## src/rtl/pvmv_pkg.sv

```systemverilog
// Package with shared widths, constants and control types of the majority vote block.
`timescale 1ns / 1ps
`default_nettype none

package pvmv_pkg;

   localparam int MAX_VERTICES_DEF = 4096;
   localparam int MAX_LABELS_DEF   = 64;
   localparam int COUNT_MAX_DEF    = 255;

   localparam int VERTEX_W       = 12;
   localparam int LABEL_W        = 6;
   localparam int COUNT_OUT_W    = 8;
   localparam int NUM_LABELS_W   = 7;
   localparam int NUM_VERTICES_W = 13;

   localparam int REQ_TDATA_W = 24;
   localparam int RSP_TDATA_W = 32;
   localparam int REQ_PAD_W   = REQ_TDATA_W - VERTEX_W - LABEL_W - 1;
   localparam int RSP_PAD_W   = RSP_TDATA_W - VERTEX_W - LABEL_W - COUNT_OUT_W;

   localparam int CSR_INDEX_W = 4;
   localparam int CSR_DATA_W  = NUM_VERTICES_W;

   localparam logic [CSR_INDEX_W-1:0] CSR_NUM_LABELS   = CSR_INDEX_W'(0);
   localparam logic [CSR_INDEX_W-1:0] CSR_NUM_VERTICES = CSR_INDEX_W'(1);

   localparam logic [NUM_LABELS_W-1:0]   NUM_LABELS_RST   = NUM_LABELS_W'(64);
   localparam logic [NUM_VERTICES_W-1:0] NUM_VERTICES_RST = NUM_VERTICES_W'(4096);

   localparam logic REQ_VOTE  = 1'b0;
   localparam logic REQ_QUERY = 1'b1;

   localparam logic STATUS_OK        = 1'b0;
   localparam logic STATUS_OUT_RANGE = 1'b1;

   typedef struct packed {
      logic clear;
      logic accept;
      logic vote_write;
      logic scan;
      logic result;
   } pvmv_cmd_type;

   typedef struct packed {
      logic in_query;
      logic in_vertex_ok;
      logic scan_last;
      logic clear_last;
      logic rsp_free;
   } pvmv_status_type;

endpackage

`default_nettype wire

```

## src/rtl/pvmv_ctrl.sv

```systemverilog
// Controller state machine that sequences clearing, votes and label scans.
`timescale 1ns / 1ps
`default_nettype none

module pvmv_ctrl (
   input  wire                          clock,
   input  wire                          reset,
   input  wire                          req_tvalid,
   output logic                         req_tready,
   input  pvmv_pkg::pvmv_status_type    status,
   output pvmv_pkg::pvmv_cmd_type       cmd
);
   import pvmv_pkg::*;

   typedef enum logic [4:0] {
      ST_CLEAR  = 5'b00001,
      ST_IDLE   = 5'b00010,
      ST_VOTE   = 5'b00100,
      ST_SCAN   = 5'b01000,
      ST_RESULT = 5'b10000
   } state_type;

   state_type state_ff;
   state_type state_in;

   always_comb begin
      state_in       = state_ff;
      cmd            = '0;
      req_tready     = 1'b0;
      unique case (state_ff)
         ST_CLEAR: begin
            cmd.clear = 1'b1;
            if (status.clear_last) begin
               state_in = ST_IDLE;
            end
         end
         ST_IDLE: begin
            req_tready = 1'b1;
            if (req_tvalid) begin
               cmd.accept = 1'b1;
               if (!status.in_query) begin
                  state_in = ST_VOTE;
               end else if (status.in_vertex_ok) begin
                  state_in = ST_SCAN;
               end else begin
                  state_in = ST_RESULT;
               end
            end
         end
         ST_VOTE: begin
            cmd.vote_write = 1'b1;
            state_in       = ST_IDLE;
         end
         ST_SCAN: begin
            cmd.scan = 1'b1;
            if (status.scan_last) begin
               state_in = ST_RESULT;
            end
         end
         ST_RESULT: begin
            if (status.rsp_free) begin
               cmd.result = 1'b1;
               state_in   = ST_IDLE;
            end
         end
         default: begin
            state_in = ST_CLEAR;
         end
      endcase
   end

   always_ff @(posedge clock) begin
      if (reset) begin
         state_ff <= ST_CLEAR;
      end else begin
         state_ff <= state_in;
      end
   end

endmodule

`default_nettype wire

```

## config.mk

```make
export PLATFORM = sky130hd
export DESIGN_NAME = pvmv_ctrl
export DESIGN_NICKNAME = d
export VERILOG_FILES = /design/src/rtl/pvmv_pkg.sv /design/src/rtl/pvmv_ctrl.sv
export SDC_FILE = /design/constraint.sdc
export NUM_CORES = 1
export LEC_CHECK = 0
export CAP_MARGIN = 25
export CORE_AREA = 2 2 39 41
export DETAILED_ROUTE_END_ITERATION = 16
export DIE_AREA = 0 0 41 43
export DONT_BUFFER_PORTS = 1
export PLACE_DENSITY = 0.41
export SETUP_SLACK_MARGIN = 0.1
export SYNTH_ARGS = -nofsm -noshare
export SYNTH_HDL_FRONTEND = slang
export SYNTH_SLANG_ARGS = --single-unit
```

## constraint.sdc

```tcl
create_clock -name clock -period 1.65 [get_ports clock]
set_clock_uncertainty 0.2 [all_clocks]
set_input_delay 0.4125 -clock clock [delete_from_list [all_inputs] [get_ports clock]]
set_output_delay 0.4125 -clock clock [all_outputs]
set_load 0.005 [all_outputs]
```

==> qor.yml <==
route:
  dr.pass1.iters: 2
  routedWlPerCell_microns: 13.83
  drt-initial-drc-count: 2
  ant_nets: 0
  drc: 0
  vias_per_cell: 5.182
  wl_microns: 913
  vias: 342
power:
  vdd_ir_drop_max_uv: 481.3
  p_total_uw: 555.4
  power_density_nw_per_um2: 1049
  leakage_nw: 0.2109
floorplan:
  core_area_sq_um: 1384
  die-area_sq_um: 1763
  die_y_microns: 43
  top_level_ports: 14
  die_w_microns: 41
  initial_core_util_pct: 23.78
  placementRows: 14
worst_setup_path:
  worstPathArrival_ns: 1.33
  end_kind: "primary output"
  crit_chain: "or3_4 > nor3b_4 > and2_4"
  r2r_slack_ns: -0.29
  crit_start: "state_ff[2]"
  cp_slowest_stage_delay_ns: 0.41
  ff2ff_path_depth: 5
  r2r-start: "state_ff[2]"
  regToRegEndpoint: "state_ff[1]"
  crit_required_ns: 1.04
  start_kind: "flip-flop"
  crit_type: "reg -> out"
  cp_max_fo: 3
  slowest_stage: "or3_4"
  crit_end: "cmd[3]"
clocking:
  numCtsBuffers: 3
  htreeDepth: 1
  ctsLongestPathBuffers: 2
  root_buffer: "clkbuf_4"
  path_clk_slew_ns: 0.04
  cts_sinks: 5
  cts_tree: "built"
  clock_latency_ns: 0.24
layout:
  fin_nets: 59
  final_common_cell: "buf_4"
  num_antenna_cells: 0
  design_area_sq_um: 529.3
  fillerInstances: 147
  regMostFlops: "state_ff"
  multi_input_area_sq_um: 292.8
  ff_latch_area_sq_um: 103.9
  drive_above_1_share_pct: 60.00
  layoutNonFillerInstCount: 66
  area_delta_synth_final_pct: 60.84
  reg.largest.list: "state_ff: 5 flops"
  largest_reg_flops: 5
timing:
  slew-limit-headroom_pct: 81.19
  whs_ns: 0.04222
  tightest_slew_ns: 0.2809
  period_needed_ns: 1.945
  fin_crit_sh_pct: 117.9
  rsz0062_at_grt: "yes"
  finalSetupViolCount: 9
  setup_ws_ns: -0.2949
  max_freq_ghz: 0.5142
  maxSlewViolCount: 0
  hold_viol: 0
  tns_ns: -2.302
placement:
  numPortBuffers: 0
  routabilityCongestion: 0.8069
  place_inst: 61
  placed_area_sq_um: 421.7
yosys:
  synth_adder_area_share_pct: 0
  synth-async-reset-ratio_pct: 0
  synth_top_area_share_pct: 30.42
  ys_types: 22
  synth.largest_area_cell: "dfxtp_1"
  syn-instance-count: 37
  synth_simple_gate_area_share_pct: 46.77
  syn-cell-area_sq_um: 329.1
  synth_seq_cells: 5
  yosys_warnings: 0
  synth_sequential_area_ratio_pct: 30.42
  synth_area_leaders: "dfxtp_1 30%, or4b_4 13%, o22ai_1 5.7%"
  synth-compound-area-share_pct: 16.73
  synth_edf_count: 0
  synthXorXnorAreaFrac_pct: 2.662
  synth_top_family_by_area: "simple AND/OR/NAND/NOR gates"
  synthFlopType: "dfxtp_1"
  synthMuxAreaShare_pct: 0
  syn_area_per_cell_sq_um: 8.894
  syn_nets: 45
run_status:
  violations: "negative setup slack"
  status: "finished, violations left"
grt:
  grt_pass1_wl_mm: 1.518
  grt_pass1_vias: 354
  overflow: 0
  grt_max_degree: 8
  grt.total_usage_pct: 12.37
  antenna_found_initial: 0
worst_hold_path:
  hold_path_class: "in -> reg"
run:
  cap_violations: 0
==> worst min path at each step <==
stage / from / endpoint / slack (ns) / depth (start not counted)
after global placement: status[4] / state_ff[2] / 0.29 / 1
after floorplan: status[4] / state_ff[2] / 0.29 / 1
after CTS: status[4] / state_ff[2] / 0.03 / 1
final: status[4] / state_ff[2] / 0.04 / 1
after detailed placement: status[4] / state_ff[2] / 0.29 / 1
after global routing: status[4] / state_ff[2] / 0.04 / 1
==> repair_timing <==
item / in CTS / in global routing
hold buffers: 0 / 0
gates resized for setup: 15 / 2
pin swaps: 5 / 4
buffers inserted: 1 / 0
endpoints found under the setup margin: 11 / 11
endpoints found under the hold margin: 0 / 0
==> worst max-delay path, delay by kind of cell, from the launching register on <==
| family | cells | cell delay, ns |
|---|---|---|
| flops | 1 | 0.30 |
| simple gates | 3 | 0.79 |
==> cells in the mapped netlist, drive strengths merged, types with 2 or more instances <==
library cell / n
dfxtp: 5
inv: 3
nand3: 2
nor2: 4
nor3b: 3
o22ai: 3
or3: 2
or4b: 3
==> per-stage QoR <==
| step | setup slack [ns] | util (%) |
|---|---|---|
| CTS | -0.3057 | 38.07 |
| finish | -0.2949 | 38.25 |
| global placement | -0.1242 | 30.47 |
| global route | -0.3457 | 38.25 |
| floorplan | -0.1408 | - |
| detailed placement | -0.1409 | 30.47 |
==> layout make-up <==
type                    count  area share, %
inverters                   3          2.128
multi-input cells          29          55.32
repair buffers              9          14.18
well taps                  16          3.783
flip-flops and latches      5          19.62
clock buffers               4          4.965
==> per-layer routing <==
metal / global-route usage [%] / routed length [microns]
met1: 15.86 / 389
met2: 19.06 / 458
met5: 0 / 0
met4: 4.000 / 0
met3: 3.665 / 65
==> cell families after synthesis <==
logic type,count (synthesis)
flip-flops,5
XOR/XNOR,1
AND/OR/NAND/NOR,20
AO/OA/AOI/OAI,8
buffers and inverters,3
==> report_power, final <==
| group | internal (mW) | leakage [nW] | switching [mW] |
|---|---|---|---|
| Clock | 0.0914 | 0.0150 | 0.0495 |
| Sequential | 0.143 | 0.0413 | 0.0113 |
| Combinational | 0.145 | 0.155 | 0.116 |
| Total | 0.379 | 0.211 | 0.177 |
(Power assumes the default switching activity.)
